### src/design/bb_pkg.sv
package bb_pkg;

	localparam int CH_W   = 8;
	localparam int CSUM_W = 10;
	localparam int SUM_W  = 12;
	localparam int CNT_W  = 4;
	localparam int RCP_W  = 20;
	localparam int RSH    = 20;
	localparam int X_W    = SUM_W + 1;
	localparam int PROD_W = X_W + RCP_W;
	localparam int FD     = 8;
	localparam int FA     = 3;

	typedef struct packed {
		logic [CH_W-1:0] r;
		logic [CH_W-1:0] g;
		logic [CH_W-1:0] b;
	} pix_t;

	typedef struct packed {
		pix_t top;
		pix_t mid;
		pix_t bot;
	} col_t;

	typedef struct packed {
		logic [CSUM_W-1:0] r;
		logic [CSUM_W-1:0] g;
		logic [CSUM_W-1:0] b;
	} csum_t;

	typedef struct packed {
		logic [SUM_W-1:0] r;
		logic [SUM_W-1:0] g;
		logic [SUM_W-1:0] b;
	} sum_t;

	typedef struct packed {
		logic clear;
		logic shift;
		logic top_en;
		logic bot_en;
	} cell_ctl_t;

	typedef struct packed {
		logic left;
		logic right;
		logic top;
		logic bot;
		logic fe;
	} mask_t;

	typedef struct packed {
		pix_t px;
		logic fe;
	} result_t;

	// ceil(2^RSH / (2*count)) for the neighbor counts that can occur
	function automatic logic [RCP_W-1:0] bb_recip(input logic [CNT_W-1:0] cnt);
		logic [RCP_W-1:0] r;
		case (cnt)
			4'd1:    r = RCP_W'(524288);
			4'd2:    r = RCP_W'(262144);
			4'd3:    r = RCP_W'(174763);
			4'd4:    r = RCP_W'(131072);
			4'd6:    r = RCP_W'(87382);
			4'd9:    r = RCP_W'(58255);
			default: r = RCP_W'(524288);
		endcase
		return r;
	endfunction

endpackage

### src/design/bb_cell.sv
module bb_cell import bb_pkg::*; (
	input  logic      clk,
	input  logic      arst_n,
	input  cell_ctl_t ctl,
	input  col_t      col_in,
	output col_t      col_out,
	output csum_t     sum
);

	col_t col_q;

	always_ff @(posedge clk or negedge arst_n) begin
		if (!arst_n) begin
			col_q <= '0;
		end else if (ctl.clear) begin
			col_q <= '0;
		end else if (ctl.shift) begin
			col_q <= col_in;
		end
	end

	assign col_out = col_q;

	always_comb begin
		sum.r = CSUM_W'(ctl.top_en ? col_q.top.r : 8'd0) + CSUM_W'(col_q.mid.r)
			+ CSUM_W'(ctl.bot_en ? col_q.bot.r : 8'd0);
		sum.g = CSUM_W'(ctl.top_en ? col_q.top.g : 8'd0) + CSUM_W'(col_q.mid.g)
			+ CSUM_W'(ctl.bot_en ? col_q.bot.g : 8'd0);
		sum.b = CSUM_W'(ctl.top_en ? col_q.top.b : 8'd0) + CSUM_W'(col_q.mid.b)
			+ CSUM_W'(ctl.bot_en ? col_q.bot.b : 8'd0);
	end

endmodule

### config.mk
export PLATFORM = sky130hd
export DESIGN_NAME = bb_cell
export DESIGN_NICKNAME = d
export VERILOG_FILES = /design/src/design/bb_pkg.sv /design/src/design/bb_cell.sv
export SDC_FILE = /design/constraint.sdc
export NUM_CORES = 1
export LEC_CHECK = 0
export ABC_AREA = 1
export BUFFER_PORTS_ARGS = -buffer_cell sky130_fd_sc_hd__clkbuf_2
export CAP_MARGIN = 5
export CORE_UTILIZATION = 40
export DETAILED_ROUTE_END_ITERATION = 10
export PLACE_DENSITY = 0.66
export SKIP_LAST_GASP = 1
export SLEW_MARGIN = 10
export SYNTH_ARGS = -nofsm -noshare
export SYNTH_HDL_FRONTEND = slang
export SYNTH_SLANG_ARGS = --single-unit
### constraint.sdc
create_clock -name clk -period 2.7 [get_ports clk]
set_clock_uncertainty 0.2 [all_clocks]
set_input_delay 0.135 -clock clk [delete_from_list [all_inputs] [get_ports clk]]
set_output_delay 0.135 -clock clk [all_outputs]
set_load 0.03 [all_outputs]
### After elaboration in Yosys (flattened, before gate mapping)

Cells that the tools add are included.
W data, S select, Z words.

| word-level totals | value |
|---|---|
| register bits after elaboration | 72 |
| input port bits | 78 |
| bits in writable memories | 0 |
| bits in read-only memories | 0 |
| memories kept | 0 |
| output and inout bits | 102 |
| bits in latches | 0 |
| logic and storage cells | 24 |

| operators by class | value |
|---|---|
| divide/modulo/power cells | 0 |
| equal/unequal tests | 0 |
| bitwise operators | 0 |
| magnitude comparators | 0 |
| shifts and indexed selects | 0 |
| multiply operators | 0 |
| mux-type cells | 8 |
| reduce and logical (&&, ||, !) cells | 1 |
| add/subtract/negate cells | 6 |

Operators by type and width:

| kind | count |
|---|---|
| $mux W72 | 2 |
| $mux W8 | 6 |
| $add A9 B8 Y10 | 3 |
| $add A8 B8 Y9 | 3 |
| $reduce_bool A2 Y1 | 1 |

### Longest topological paths before layout

| logic depth | value |
|---|---|
| depth after elaboration | 3 |
| mapped depth | 12 |
| mapped depth without buffers | 11 |

### Worst setup path after synthesis

No wires, ideal clock.

| path | value |
|---|---|
| path type | register to output |
| start | register col_q (netlist bit col_out[65]) |
| end | output sum[25] in the netlist's numbering |
| stages on the path, launching flop included | 10 |
| data arrival time | 2.409 ns |
| slack | -0.044 ns |
| data required time | 2.365 ns |
| buffers on the path | 0 |
| cell sequence | dfrtp_1 -> nand2_1 -> inv_1 -> fa_1 -> ha_1 -> inv_1 -> fa_1 -> nor2_1 -> nor2_1 -> xnor2_1 |

RTL lines:

| item | line | source |
|---|---|---|
| start, declared | bb_cell.sv:10 | `col_t col_q;` |
| start signal, assigned | bb_cell.sv:18 | `col_q <= col_in;` |
| end, declared | bb_cell.sv:7 | `output csum_t sum` |

==> impl_metrics.csv <==
group,metric,value,unit
cells_and_area,antenna_cells,0,
cells_and_area,syn_to_final_growth,52.54,%
clocking,clk_pin_slew,60,ps
job,drv_cap,0,
worst_setup_path,cp_slowest_cell,"fa_1",
die,die_w,115.5,um
clocking,numCtsBuffers,9,
power,power.density,454.6,mW/mm2
global_routing,grt_pass1_vias,4966,
global_routing,grt_start_max_net_pins,73,
timing,finalCritPeriodShare,1.043,
global_routing,gr-total-overflow,0,
detailed_routing,ant_nets,0,
clocking,clock-root-buffer,"clkbuf_16",
worst_setup_path,regToRegEndpoint,"col_out[49]",
clocking,cts_tree,"done",
worst_setup_path,cp-start-kind,"flop",
worst_setup_path,endpoint_kind,"output port",
worst_setup_path,crit_family,"adder cells",
power,clkPwrFrac,0.334,
hold_path,hold_path_class,"in2reg",
yosys,synthFlopType,"dfrtp_1",
yosys,yosysUniqueCellTypes,23,
worst_setup_path,worstPathArrival,2480,ps
die,die_h,115.5,um
hold_path,min_to,"col_out[57]",
placement,dp_hpwl,9948,um
power,comb_power_share,0.330,
timing,period_minus_slack,2815,ps
timing,finalSetupViolations,8,
detailed_routing,wl_per_cell,14.53,um
cells_and_area,nets,1019,
power,seqPwrFrac,0.336,
hold_path,min_from,"ctl[3]",
die,dieArea,0.01334,mm2
timing,finalMaxSlewViolations,0,
worst_setup_path,r2r_slack,1620,ps
clocking,ctsHtreeMaxLevel,3,
hold_path,min_path_cells,4,
die,core,0.01257,mm2
yosys,syn_inst,614,
global_routing,grt_pass1_wl,23830,um
timing,clock.fmax,355.2,MHz
detailed_routing,wirelength,15520,um
placement,io_buffer_count,179,
worst_setup_path,cpPeakStageDelay,520,ps
clocking,clk_latency,330,ps
yosys,syn-num-nets,740,
yosys,synth-edff-count,0,
detailed_routing,vias,5004,
detailed_routing,drt_first_pass_iters,4,
yosys,syn_avg_cell_area,8.390,um2
yosys,synth_seq_cells,72,
power,power_switching,1.189,mW
worst_setup_path,ff2ff_path_depth,4,
worst_setup_path,cp_cell_sequence,"nand2_2, fa_1, inv_1, ha_2, fa_2, nand2_2, nand2_2, nand3b_1, nand2_1, nand2_1, nand2_1, buf_8",
cells_and_area,stdcell_count,1068,
worst_setup_path,cp.required,2370,ps
global_routing,gr-usage-all-layers,0.2332,
placement,dp.cells,948,
worst_setup_path,timing.rr.start,"col_out[49]",
power,power.leakage,4.266,nW
clocking,cts_sinks,72,
cells_and_area,seq_area,0.001802,mm2
detailed_routing,vias_per_cell,4.685,
placement,place_ws,48.47,ps
timing,setup_ws,-115.3,ps
power,peakVddDrop,0.3001,mV
run_status,violations,"setup timing",
yosys,syn_area,0.005151,mm2
cells_and_area,drive_above_1_share,0.4141,
power,p_int,2.383,mW
detailed_routing,drc,0,
timing,rsz0062_at_grt,"yes",
die,std_cell_rows,41,
worst_setup_path,crit_buf_inv,2,
cells_and_area,fillCellCount,1035,
worst_setup_path,path_class,"reg2out",
yosys,ys_async_sr_fraction,1.000,
yosys,synth-seq-area-share,0.3498,
clocking,cts_buffer_depth,2,
run_status,status,"finished, violations left",
die,ios,180,
die,initial_core_util,0.4099,
yosys,yosysWarnings,0,
placement,place.gp.congestion,0.8140,
worst_setup_path,cp_max_fo,3,
power,p_sw_frac,0.3329,
timing,worst_pin_slew,935.2,ps
timing,final_hold_viol_count,0,
detailed_routing,dr.first_iter.drc_count,375,
cells_and_area,multiInputGateArea,0.002855,mm2
cells_and_area,largest_reg_flops,72,
timing,relSlewSlack,0.3765,
global_routing,antenna_found_initial,0,
synth_stat cells (all sizes together), types with 4 or more instances:
cell | n | area share
nand3 | 86 | 0.084
nor2 | 10 | 0.0073
ha | 21 | 0.051
nand2 | 118 | 0.086
fa | 27 | 0.10
xnor2 | 5 | 0.0085
inv | 152 | 0.11
clkbuf | 14 | 0.010
xor2 | 4 | 0.0068
buf | 13 | 0.037
dfrtp | 72 | 0.35
a21oi | 8 | 0.0078
o21ai | 74 | 0.12
or2 | 4 | 0.0053
power by group through the flow:
stage / sequential, mW / combinational (mW) / clock, mW
3_3_place_gp: 1.22 / 0.895 / 0
4_1_cts: 1.20 / 1.07 / 1.22
2_1_floorplan: 1.33 / 0.510 / 0
3_5_place_dp: 1.22 / 0.903 / 0
6_report: 1.20 / 1.18 / 1.19
5_1_grt: 1.21 / 1.27 / 1.27
worst min-delay path, stage by stage:
cell and delay, ps:
clkbuf_2 110, inv_2 210, nand3_1 130, o21ai_1 60
timing repair:
item                                   in CTS  in global routing
setup endpoints to repair                  18                 22
gates resized for setup                    45                 71
endpoints found under the hold margin     144                  0
buffers inserted                            9                 24
hold buffers                               73                  0
pin swaps                                  13                 42
how the worst max path moves through the flow:
stage | startpoint | to | slack [ps] | cells past startpoint
global placement | ctl[0] | sum[29] | 90 | 14
detailed placement | ctl[0] | sum[7] | 50 | 12
global route | col_out[33] | sum[17] | -270 | 12
finish | col_out[1] | sum[7] | -120 | 12
floorplan | col_out[25] | sum[7] | 30 | 10
CTS | col_out[49] | sum[7] | -130 | 12
cell families (layout without fill, tap and decap cells):
kind of cell | count (synthesis) | in the layout | synth area share
adders and majority gates | 48 | 48 | 0.1559
xor gates and xnor gates | 9 | 9 | 0.01530
and+or+nand+nor | 224 | 224 | 0.1902
DFF | 72 | 72 | 0.3498
AOI/OAI and AO/OA | 82 | 82 | 0.1307
buffers and inverters | 179 | 461 | 0.1581
layout make-up:
class,count,area share
clock buffers,11,0.03217
well taps,172,0.02739
repair buffers,295,0.2697
multi-input cells,363,0.3634
clock inverters,3,0.005414
inverters,152,0.07261
flip-flops and latches,72,0.2293
metal layers:
metal | routed length [um] | track usage
met5 | 0 | 0
met4 | 450 | 0.1056
met3 | 590 | 0.04236
met2 | 7723 | 0.3948
met1 | 6753 | 0.2904
cells in the final DEF (no fill, tap or decap), types with 9 or more instances in the layout:
master,n
inv_2,9
buf_4,44
nor2_1,10
o21ai_2,70
nand3_1,81
ha_4,15
dlygate4sd3_1,73
inv_1,143
fa_1,22
nand2_1,99
clkbuf_16,9
clkbuf_2,159
nand2_2,19
dfrtp_1,72
per-stage QoR:
stage	setup TNS (ps)	utilization	power, mW	cell area [um2]	hold slack [ps]
5_1_grt	-1908	0.6252	3.748	7858	189.4
4_1_cts	-728.1	0.5961	3.500	7492	150.7
3_3_place_gp	0	0.4896	2.117	6153	136.3
3_5_place_dp	0	0.4896	2.125	6153	136.7
6_report	-542.2	0.6252	3.572	7858	164.3
2_1_floorplan	0	-	1.840	5159	-360.6
(Power assumes the default switching activity.)
