File: src/design/bb_pkg.sv
package bb_pkg;

	localparam int CH_W   = 8;
	localparam int CSUM_W = 10;
	localparam int SUM_W  = 12;
	localparam int CNT_W  = 4;
	localparam int RCP_W  = 20;
	localparam int RSH    = 20;
	localparam int X_W    = SUM_W + 1;
	localparam int PROD_W = X_W + RCP_W;
	localparam int FD     = 8;
	localparam int FA     = 3;

	typedef struct packed {
		logic [CH_W-1:0] r;
		logic [CH_W-1:0] g;
		logic [CH_W-1:0] b;
	} pix_t;

	typedef struct packed {
		pix_t top;
		pix_t mid;
		pix_t bot;
	} col_t;

	typedef struct packed {
		logic [CSUM_W-1:0] r;
		logic [CSUM_W-1:0] g;
		logic [CSUM_W-1:0] b;
	} csum_t;

	typedef struct packed {
		logic [SUM_W-1:0] r;
		logic [SUM_W-1:0] g;
		logic [SUM_W-1:0] b;
	} sum_t;

	typedef struct packed {
		logic clear;
		logic shift;
		logic top_en;
		logic bot_en;
	} cell_ctl_t;

	typedef struct packed {
		logic left;
		logic right;
		logic top;
		logic bot;
		logic fe;
	} mask_t;

	typedef struct packed {
		pix_t px;
		logic fe;
	} result_t;

	// ceil(2^RSH / (2*count)) for the neighbor counts that can occur
	function automatic logic [RCP_W-1:0] bb_recip(input logic [CNT_W-1:0] cnt);
		logic [RCP_W-1:0] r;
		case (cnt)
			4'd1:    r = RCP_W'(524288);
			4'd2:    r = RCP_W'(262144);
			4'd3:    r = RCP_W'(174763);
			4'd4:    r = RCP_W'(131072);
			4'd6:    r = RCP_W'(87382);
			4'd9:    r = RCP_W'(58255);
			default: r = RCP_W'(524288);
		endcase
		return r;
	endfunction

endpackage

File: src/design/bb_mean.sv
module bb_mean import bb_pkg::*; (
	input  logic             clk,
	input  logic [SUM_W-1:0] sum,
	input  logic [CNT_W-1:0] cnt,
	input  logic [RCP_W-1:0] rcp,
	output logic [CH_W-1:0]  mean
);

	logic [X_W-1:0]        x;
	logic [PROD_W-1:0]     prod;
	logic [PROD_W-RSH-1:0] quo_s4;

	assign x    = {sum, 1'b0} + X_W'(cnt);
	assign prod = PROD_W'(x) * PROD_W'(rcp);

	always_ff @(posedge clk) begin
		quo_s4 <= prod[PROD_W-1:RSH];
	end

	assign mean = (quo_s4 > (PROD_W-RSH)'(255)) ? 8'hFF : quo_s4[CH_W-1:0];

endmodule

File: config.mk
export PLATFORM = sky130hd
export DESIGN_NAME = bb_mean
export DESIGN_NICKNAME = d
export VERILOG_FILES = /design/src/design/bb_pkg.sv /design/src/design/bb_mean.sv
export SDC_FILE = /design/constraint.sdc
export NUM_CORES = 1
export LEC_CHECK = 0
export BUFFER_PORTS_ARGS = -buffer_cell sky130_fd_sc_hd__buf_2
export CAP_MARGIN = 20
export CORE_MARGIN = 3
export CORE_UTILIZATION = 50
export DETAILED_ROUTE_END_ITERATION = 12
export PLACE_DENSITY = 0.67
export SLEW_MARGIN = 20
export SYNTH_ARGS = -nofsm -noshare
export SYNTH_HDL_FRONTEND = slang
export SYNTH_SLANG_ARGS = --single-unit
File: constraint.sdc
create_clock -name clk -period 13.89 [get_ports clk]
set_clock_uncertainty 0.05 [all_clocks]
set_input_delay 2.778 -clock clk [delete_from_list [all_inputs] [get_ports clk]]
set_output_delay 2.778 -clock clk [all_outputs]
set_load 0.01 [all_outputs]
* After elaboration in Yosys (flattened, before gate mapping)
Cells that the tools add are included.
** Storage, ports and cells
- Bits in latches :: 0
- RAM bits :: 0
- Memories kept :: 0
- Output and inout bits :: 8
- Register bits after elaboration :: 13
- Bits in read-only memories :: 0
- Input bits :: 37
** Operators by class
- Multiplexer cells :: 1
- $mul :: 1
- Equality and inequality tests :: 0
- Shifts and indexed selects :: 0
- $lt $le $gt $ge :: 1
- Bitwise gates (word level) :: 0
- Divide/modulo/power cells :: 0
- Reductions and logical operators :: 0
- Add/sub/neg operators :: 1
** Operator list (number)
- 13-bit by 20-bit multiplier with 33-bit output :: 1
- 13-bit by 4-bit adder with 13-bit output :: 1
- 13-bit by 8-bit > comparator with 1-bit output, second input constant :: 1
- 8-bit 2-to-1 mux :: 1

* Logic depth before layout (Yosys ltp)
Gate-level depths: netlist of the first run.
- Word-level depth :: 2
- Mapped depth :: 26

* Worst setup path before layout of the first run
Ideal clock, no wire load.
- Path type :: input to register
- Start point :: in sum[0]
- End point :: reg quo_s4[11]
- Arrival time :: 8596 ps
- Library setup time :: 122 ps
- Data required time :: 13718 ps
- Stages on the path :: 24
- Slack :: 5122 ps
- Cell sequence :: ha_1 > fa_1 > a21oi_1 > nor3b_1 > and3_1 > xor2_1 > clkbuf_1 > nand2_1 > fa_1 > fa_1 > inv_1 > fa_1 > fa_1 > inv_1 > fa_1 > inv_1 > ha_1 > a21oi_1 > o21ai_0 > o211a_1 > a22oi_4 > o211ai_2 > a41o_1 > a221o_1
** Between the ends
- Word-level cells in the longest chain between the ends :: 2
** Ends and longest elaborated chain
- from (decl) :: line bb_mean.sv:3 : input logic [SUM_W-1:0] sum,
- 13-bit by 4-bit adder with 13-bit output :: line bb_mean.sv:13 : assign x = {sum, 1'b0} + X_W'(cnt);
- 13-bit by 20-bit multiplier with 33-bit output :: line bb_mean.sv:14 : assign prod = PROD_W'(x) * PROD_W'(rcp);
- via prod[31] :: line bb_mean.sv:10 : logic [PROD_W-1:0] prod;
- to (signal assigned) :: line bb_mean.sv:17 : quo_s4 <= prod[PROD_W-1:RSH];
- to (decl) :: line bb_mean.sv:11 : logic [PROD_W-RSH-1:0] quo_s4;
The timed path passes the listed nets, and every way through them passes these cells.

* Worst setup path in the final report of the first run
Ends and elaborated chain as after synthesis.

==> results summary, run 1 <==
The flow ran to the end, and the final reports show no timing, DRC or antenna violations. The largest register by flop count is quo_s4. The most used flip-flop cell after synthesis is dfxtp_1.

In the final timing run, aggregate negative setup slack is 0 ns. The first detailed-routing pass took 5 iterations. Along the worst hold path, the cell count comes to 5. Max-cap violations in this run came to 0. The critical path starts at sum[0]. In this run the number of cells on the critical path is 25. The flip-flop and latch count after synthesis is 13. The die outline height is 135.4 um. The number of clock sinks seen by CTS is 13. The number of I/O port buffers is 44. The die covers 18350 sq um.

The number of warnings printed during yosys synthesis is 0. Dividing the detail-routed via count by the number of cells gives 5.211. The share of the synthesized area in the top cell type came out at 47.31%. The layout has 1591 filler cells.

The register area came out at 260.3 sq um. The final period utilization came out at 65.51%. The number of max-slew violations in the final report is 0. In this design, the largest share of critical-path delay is due to adder cells. Of all nets on the critical path, the largest fanout is 20. In this run the mean area of a mapped cell was 8.637 sq um. The root buffer cell chosen for the clock tree is clkbuf_16. Yosys mapped the design onto 41 distinct sky130hd cell types. The largest registers in the layout are quo_s4 x13. The post-detailed-route wirelength per cell came out at 16.15 um. The path class of the tightest hold or removal check is in2reg. Counting stages on the worst path, the most repeated cell is fa_1.

The final-stage net count is 1294. The setup fix buffers added after clock tree synthesis is 0. The flip-flop count of the largest register, all copies and words added is 13. The hold buffer count at cts is 0.

The number of buffers added by the clock tree synthesis step is 3. For this block, the routed nets add up to 19.33 mm of wire. The post-synth net total is 1282. The number of antenna violations at the first check in global routing came to 0. The startpoint kind of the worst setup timing path is an input pin.

The area inside the core boundary came out at 16120 sq um. After synthesis, the cell types taking the most area are fa_1, ha_1, inv_1. The post-cts gate resize count is 0. In this run, the number of DRC markers left after iteration 0 of detailed routing was 269. The required time at the endpoint of the critical path came out at 13.96 ns. The largest net degree at the start of global routing came out at 21. TritonCTS built the clock tree. The wire-length estimate of the detail-placed layout is 15.55 mm. In the final layout, the multi-input gates occupy 7071 sq um.

In this run the worst setup path terminates at quo_s4[11]. The die is 135.4 um wide. The number of routed nets with antenna violations came out at 0. At the end of routability-driven placement, the weighted congestion stood at 0.8287. The total via count in the routed design is 6237. The maximum root-to-sink buffer count came out at 2. The largest total area in the synthesized netlist belongs to fa_1. The highest-delay cell along the critical path is fa_1. The critical path buffer and inverter count is 6.

STA classifies the critical path endpoint as a flip-flop. The arrival time at the worst endpoint is 9.17 ns. The transition time at the pin with the least slew margin is 0.8629 ns.

The clock-pin slew of the registers on the worst-case setup and hold paths came out at 0.04 ns. The number of hold violations in the final report came out at 0. Setup repair after global routing left no endpoint under its margin. The detailed-route DRC error count is 0. The leading cell type by number of instances after synthesis is inv_1. For this design the top-level I/O count stands at 45. The layout overhead on the synthesized area came out at 5.585%. Setup violations remaining at the end of the flow were counted as 0.

The first global-routing pass estimated 33.43 mm of wire. The fraction of synthesis flops using an asynchronous set or reset pin came out at 0%. The critical path is of the in2reg type. The number of global-route vias before repair came to 6908.

The total inserted antenna cells is 0. The share of the yosys chip area belonging to registers is 3.106%. The minimum period implied by the final worst setup slack came out at 9.100 ns.

Global routing consumed, over all layers together, 22.93% of the routing resources. The initialized floorplan defines 46 standard-cell rows. CTS built an H-tree with a depth of 1. Once the floorplan was initialized, standard cells occupied 51.99% of the core.

The maximum single-stage delay on the critical path is 0.55 ns. The achievable clock frequency came out at 109.9 MHz. The total global routing overflow came out at 0. Sorting the synthesized cells by how often they occur yields inv_1, fa_1, nand2_1.

In the synthesized netlist, the number of instances is 970. The number of enable flip-flop cells after synthesis came out at 0. The worst slew slack as a fraction of its limit came out at 42.41%. The fraction of final layout cells sized beyond drive strength 1 came out at 6.218%. Summing every instance area after synthesis gives 8378 sq um.
## through the flow
| step | instances | setup slack [ns] | area (sq um) | hold WS [ns] | util (%) |
|---|---|---|---|---|---|
| CTS | 1197 | 4.775 | 8846 | 3.345 | 54.89 |
| global placement | 1193 | 4.657 | 8767 | 3.207 | 54.40 |
| floorplan | 970 | 5.122 | 8378 | 3.138 | - |
| global route | 1197 | 4.409 | 8846 | 3.424 | 54.89 |
| finish | 1197 | 4.790 | 8846 | 3.364 | 54.89 |
| detailed placement | 1193 | 4.532 | 8767 | 3.211 | 54.40 |
## cells by family (layout without fill, tap and decap cells)
family / Yosys count / in the layout / share of synthesized area (%)
AO/OA/AOI/OAI: 60 / 60 / 5.197
XOR/XNOR: 21 / 21 / 2.195
adder cells (fa/ha/maj): 275 / 275 / 58.81
buffers and inverters: 279 / 290 / 12.50
flip-flops: 13 / 13 / 3.106
AND/OR/NAND/NOR: 322 / 322 / 18.19
## cell type report
cell class / count / area share (%)
Tap cell: 216 / 3.055
Clock buffer: 4 / 0.8911
Timing Repair Buffer: 54 / 3.338
Sequential cell: 13 / 2.942
Inverter: 232 / 9.844
Multi-Input combinational cell: 678 / 79.93
## cell usage in the layout (no fill, tap or decap), types with 3 or more instances in the layout
cell,instances
a21oi_1,17
clkbuf_16,3
nand4_1,8
xor2_1,13
and3_1,5
nand2_1,178
and2_1,90
ha_1,77
nor2_1,13
a21o_1,12
o21bai_1,3
buf_2,44
nor3_1,8
inv_1,232
o21ai_0,4
xnor2_1,8
fa_1,198
nand3_1,4
buf_4,10
dfxtp_1,13
o211ai_1,3
or3_1,8
a311oi_1,3
## worst min path at each step
stage,start,end,slack [ns]
after floorplan,quo_s4[0],mean[0],3.14
after global placement,quo_s4[0],mean[0],3.21
after detailed placement,quo_s4[3],mean[3],3.21
after CTS,rcp[19],quo_s4[12],3.35
after global routing,rcp[19],quo_s4[12],3.42
final,rcp[19],quo_s4[12],3.36
## metal layers
metal  GRT usage, %  vias to the layer above  share of wire [%]
met4          5.487                        0                3.1
met1          29.47                     3117                 41
met5              0                        -                  0
met2          41.95                      198                 51
met3          2.080                       47                5.0
li1               -                     2875                  -
Power of run 1 is left out: the tool's default activity adds up to more than one toggle a clock period on the data nets, which glitch-free logic cannot reach.
==> inputs of run 2 (changes only) <==
- clock period: 13.89 -> 9.35 ns (I/O delays scaled with it)
==> run 2 against run 1 <==
Hold slack lost 0.91 ns; design area grew 0.17%; first-iteration DRC count shrank 9.3%; critical endpoint unchanged; critical path depth shrank 1; wire length shrank 2.6%; final cell count grew 0.17%; critical path type unchanged; die area is the same; sequential cell count is the same; via count shrank 1.2%; sequential share of layout area is essentially flat.
==> results summary, run 2 (synthesis results as in run 1) <==
The die area is 18350 sq um. The required time at the endpoint of the critical path is 9.42 ns. The run finished with clean final reports. The half-perimeter wire length after detailed placement is 15.59 mm. The total via count in the routed design is 6165. The clock period could shrink to 8.219 ns. TritonCTS built the clock tree. The worst path uses 87.91% of the clock period. The min-delay analysis places its worst path in the category in2reg. STA classifies the critical path endpoint as a flip-flop.

The achievable clock frequency came out at 121.7 MHz. The detailed-route DRC error count came out at 0. The final-layout fill cell count is 1525.

In the global route stage, overall resource usage came out at 22.24%. The post-detailed-route wirelength per cell is 15.70 um. The number of clock sinks seen by CTS came out at 13.

Compared with the post-synthesis result, the final layout area differs by 5.765%. The total negative setup slack came out at 0 ns. The via count normalized by instance count is 5.142. The number of max-slew violations in the final report came out at 0. In this run the vertical extent of the chip is 135.4 um. In this run, post-CTS hold repair placed 0 buffers. STA puts the critical path data arrival time at 8.29 ns. The final weighted congestion in routability-driven placement came out at 0.8348. The flip-flop count of the largest register, all copies and words added is 13. For this run, the number of standard cells in the final layout without fillers is 1199. Headroom to the max-slew limit came out at 46.61%. The total global routing overflow came out at 0. The tree is rooted in a clkbuf_16. The largest net degree at the start of global routing came out at 21. The DRC violation total after the first TritonRoute iteration is 244. Summing all multi-input logic gate instances after layout gives 7071 sq um.

The cell total after placement came out at 1195. In the layout the commonest cells are inv_1, fa_1, nand2_1. The chip width came out at 135.4 um. In the final layout, the registers with the most flip-flops are quo_s4 x13. The critical path is of the in2reg type.

No sink is reached through more buffers than the 2 on the longest clock path. Clock tree synthesis inserted a total of 3 buffers. The final-stage net count came out at 1296. The total inserted antenna cells is 0. The number of I/O port buffers is 44. The number of global-route vias before repair is 6838. The worst-path maximum fanout is 12. The startpoint of the most critical hold path is rcp[19]. The area inside the core boundary came out at 16120 sq um. The iteration count of the initial detailed-routing pass is 5. The count of max-cap constraint violations came out at 0. The worst hold path terminates at quo_s4[12].

The post-cts gate resize count came out at 0. The fraction of final layout cells sized beyond drive strength 1 came out at 6.409%. The setup fix buffers added after clock tree synthesis came out at 0.

Wires add up to 18.83 mm. 45 I/O pins were placed. The number of antenna violations at the first check in global routing came to 0.

The number of cells on the worst hold path is 5. The largest register by flop count is quo_s4. Clock-pin slew was measured on the worst setup and hold paths at 0.04 ns. The most frequent standard cell in the layout excluding fill and tap cells is inv_1. The transition time at the pin with the least slew margin is 0.8008 ns. The startpoint kind of the worst setup timing path is an input pin.

The starting density of the core came out at 51.99%. Setup violations remaining at the end of the flow were counted as 0. The site row count is 46. The number of routed nets with antenna violations is 0. The number of hold violations in the final report came out at 0. The wire length of the first global-routing pass came out at 33.06 mm. Setup repair after global routing left no endpoint under its margin. Summing all flip-flop and latch instances after layout gives 260.3 sq um.

CTS built an H-tree with a depth of 1.
## run 2: cell count changes in the layout (fill, tap and decap cells not counted)
cell	before	now
buf_4	10	12
## run 2: per-layer routing
metal	GRT usage (%)	vias to the layer above	part of all wire [%]
met4	2.632	0	0.89
met3	2.675	16	5.5
met1	31.42	3111	44
li1	-	2875	-
met5	0	-	0
met2	38.30	163	49
## run 2: how the worst max path moves through the flow
stage | cells past startpoint | startpoint | to
after global routing | 26 | cnt[1] | quo_s4[11]
after detailed placement | 24 | sum[1] | quo_s4[11]
after floorplan | 24 | sum[0] | quo_s4[11]
final | 24 | sum[1] | quo_s4[11]
after CTS | 24 | sum[1] | quo_s4[11]
after global placement | 24 | sum[1] | quo_s4[11]
## run 2: area by class of cell
cell class	instances	share of cell area (%)
clock buffers	4	0.8896
well taps	216	3.050
repair buffers	56	3.502
inverters	232	9.828
flip-flops and latches	13	2.937
multi-input cells	678	79.79
## run 2: critical path, stage by stage
cell	delay [ns]
buf_2	0.12
ha_1	0.28
a21o_1	0.18
a21oi_1	0.26
nor2_1	0.13
and3_1	0.19
xor2_1	0.58
buf_4	0.30
and2_1	0.16
fa_1	0.43
fa_1	0.51
fa_1	0.43
fa_1	0.48
inv_1	0.04
fa_1	0.47
inv_1	0.04
ha_1	0.33
nand2_1	0.09
nor3_1	0.04
a211o_1	0.32
a22oi_4	0.29
o211ai_2	0.15
a41o_1	0.26
a221o_1	0.34
## run 2: metrics by stage
step                      hold slack (ns)  cell area [sq um]  util [%]  worst slack [ns]
after floorplan                     2.230               8378         -             1.490
after global placement              2.328               8782     54.50            0.9589
after detailed placement            2.324               8782     54.50            0.9023
after CTS                           2.455               8861     54.98             1.142
after global routing                2.529               8861     54.98            0.8087
final                               2.456               8861     54.98             1.131
Power of run 2 is left out for the same reason.
==> inputs of run 3 (changes only) <==
--- a/config.mk
+++ b/config.mk
@@ -8,8 +8,10 @@
 export BUFFER_PORTS_ARGS = -buffer_cell sky130_fd_sc_hd__buf_2
 export CAP_MARGIN = 20
+export CELL_PAD_IN_SITES_DETAIL_PLACEMENT = 1
+export CELL_PAD_IN_SITES_GLOBAL_PLACEMENT = 1
 export CORE_MARGIN = 3
 export CORE_UTILIZATION = 50
 export DETAILED_ROUTE_END_ITERATION = 12
-export PLACE_DENSITY = 0.67
+export PLACE_DENSITY = 0.84
 export SLEW_MARGIN = 20
 export SYNTH_ARGS = -nofsm -noshare
==> constraint.sdc (replaced) <==
create_clock -name clk -period 9.35 [get_ports clk]
set_clock_uncertainty 0.05 [all_clocks]
set_input_delay 0.935 -clock clk [delete_from_list [all_inputs] [get_ports clk]]
set_output_delay 0.935 -clock clk [all_outputs]
set_load 0.01 [all_outputs]
==> run 3 against run 2 <==
Sequential share of layout area barely moved; critical path depth did not move; final cell count fell by 0.17%; via count rose by 4.9%; sequential cell count did not move; non-clock buffer count fell by 2; critical path type unchanged.
==> results summary, run 3 (synthesis results as in run 1) <==
The transition time at the pin with the least slew margin is 0.9462 ns. More flip-flops sit in one register than any other, and that register is quo_s4. The number of I/O port buffers came out at 44. The first TritonRoute pass finished after 4 iterations. By instance count, the cell type seen most on the critical path is fa_1. The count of pins on the block boundary is 45. The total via count in the routed design is 6465. The achievable clock frequency came out at 131.4 MHz. Headroom to the max-slew limit came out at 36.85%. The endpoint kind of the worst setup timing path is a flip-flop.

Summed over all nets, the half-perimeter wirelength after detailed placement is 18.92 mm. The largest registers in the layout are quo_s4 x13. The maximum root-to-sink buffer count came out at 2.

The area inside the core boundary is 16120 sq um. After detailed routing, the average wire length per cell comes to 19.10 um. In this run the worst path has a maximum fanout of 10. The clock-pin slew of the registers on the worst-case setup and hold paths came out at 0.04 ns. The total negative setup slack is 0 ns. The startpoint kind of the worst setup timing path is an input pin. The number of max-slew violations in the final report is 0. Setup repair after global routing left no endpoint under its margin. The run finished with clean final reports. The number of cells on the worst hold path came out at 5.

Wires add up to 22.87 mm. Entering global routing, the biggest net connects 21 pins. Once the floorplan was initialized, standard cells occupied 51.99% of the core.

The tree is rooted in a clkbuf_16. The number of clock sinks seen by CTS came out at 13. The category of the most critical setup path is in2reg. The number of global-route vias before repair came out at 7788. The startpoint of the most critical hold path is rcp[19]. The final period utilization is 81.38%. The flip-flop count of the largest register, all copies and words added is 13.

Routability-driven placement finished with a final weighted congestion of 0.8494. In this run the post-CTS setup repair buffer count came out at 0. The site row count is 46. The floorplan step defined a die boundary enclosing 18350 sq um.

The detailed-route DRC error count is 0. The wire length of the first global-routing pass is 38.80 mm. Data on the critical path arrives at its endpoint at 7.68 ns. The die outline height came out at 135.4 um. The maximum single-stage delay on the critical path came out at 0.62 ns. The DRC violation total after the first TritonRoute iteration is 305. The endpoint with the worst hold slack is quo_s4[12].

After the last flow step, the layout net total stands at 1294. The number of routed nets with antenna violations is 0. Walking the worst path, the cells encountered are buf_2 -> ha_1 -> fa_1 -> a21oi_1 -> nor3b_1 -> and3_1 -> xor2_1 -> nand2_1 -> fa_1 -> fa_1 -> inv_1 -> fa_1 -> fa_1 -> inv_1 -> fa_1 -> inv_1 -> ha_1 -> a21oi_1 -> o21ai_0 -> o211a_1 -> a22oi_4 -> o211ai_2 -> a41o_1 -> a221o_1. The top cell types in the final layout, fill and taps aside, are inv_1, fa_1, nand2_1.

CTS built an H-tree with a depth of 1. Among all stages on the critical path, the largest delay is contributed by xor2_1. The setup-violating endpoint count in the final report came out at 0.

The via count normalized by instance count came out at 5.401. The number of buffers added by the clock tree synthesis step is 3. After layout, the minimum clock period comes to 7.609 ns.

Max-cap violations in this run came to 0. The class of the worst hold path is in2reg. The fraction of final layout cells sized beyond drive strength 1 is 6.218%.

The post-cts gate resize count came out at 0. TritonCTS built the clock tree. The total inserted antenna cells came out at 0. The number of hold violations in the final report is 0. Across every metal layer, demand over resource in global routing totals 27.09%. The chip width came out at 135.4 um. The number of antenna violations at the first check in global routing came out at 0.

Leaving out fill and tap cells, the most frequent cell in the layout is inv_1. After global routing the overflow that remains totals 0. The hold buffer count at cts is 0. The required time at the endpoint of the critical path is 9.42 ns.

The layout overhead on the synthesized area is 5.585%.
run 3: stage by stage:
step	utilization, %	hold WS, ns	area [sq um]	setup slack [ns]	cells
after floorplan	-	1.295	8378	2.425	970
after global placement	54.40	1.368	8767	1.838	1193
after detailed placement	54.40	1.369	8767	1.467	1193
after CTS	54.89	1.561	8846	1.720	1197
after global routing	54.89	1.637	8846	1.386	1197
final	54.89	1.553	8846	1.741	1197
run 3: per-layer routing:
metal | GRT usage (%) | vias to the layer above | part of all wire (%)
met2 | 52.30 | 201 | 56
li1 | - | 2865 | -
met3 | 2.563 | 80 | 4.9
met5 | 0 | - | 0
met4 | 14.17 | 0 | 5.8
met1 | 28.97 | 3319 | 34
run 3: cell type report:
type,instances,area (sq um)
Fill cell,1961,7269
Multi-Input combinational cell,678,7071
Inverter,232,870.8
Timing Repair Buffer,54,295.3
Tap cell,216,270.3
Sequential cell,13,260.3
Clock buffer,4,78.83
run 3: worst max path at each step:
stage,startpoint,end,slack (ns),cells past startpoint
2_1_floorplan,sum[0],quo_s4[11],2.43,24
3_3_place_gp,sum[0],quo_s4[11],1.84,24
3_5_place_dp,sum[0],quo_s4[11],1.47,24
4_1_cts,sum[0],quo_s4[11],1.72,24
5_1_grt,cnt[1],quo_s4[10],1.39,24
6_report,sum[0],quo_s4[11],1.74,24
run 3: critical path: cells and delay by family:
| family | cells | cell delay [ns] |
|---|---|---|
| compound gates | 8 | 1.84 |
| xor+xnor | 1 | 0.62 |
| buf+inv | 4 | 0.25 |
| fa+ha+maj | 8 | 3.53 |
| simple gates | 3 | 0.50 |
Power of run 3 is left out for the same reason.
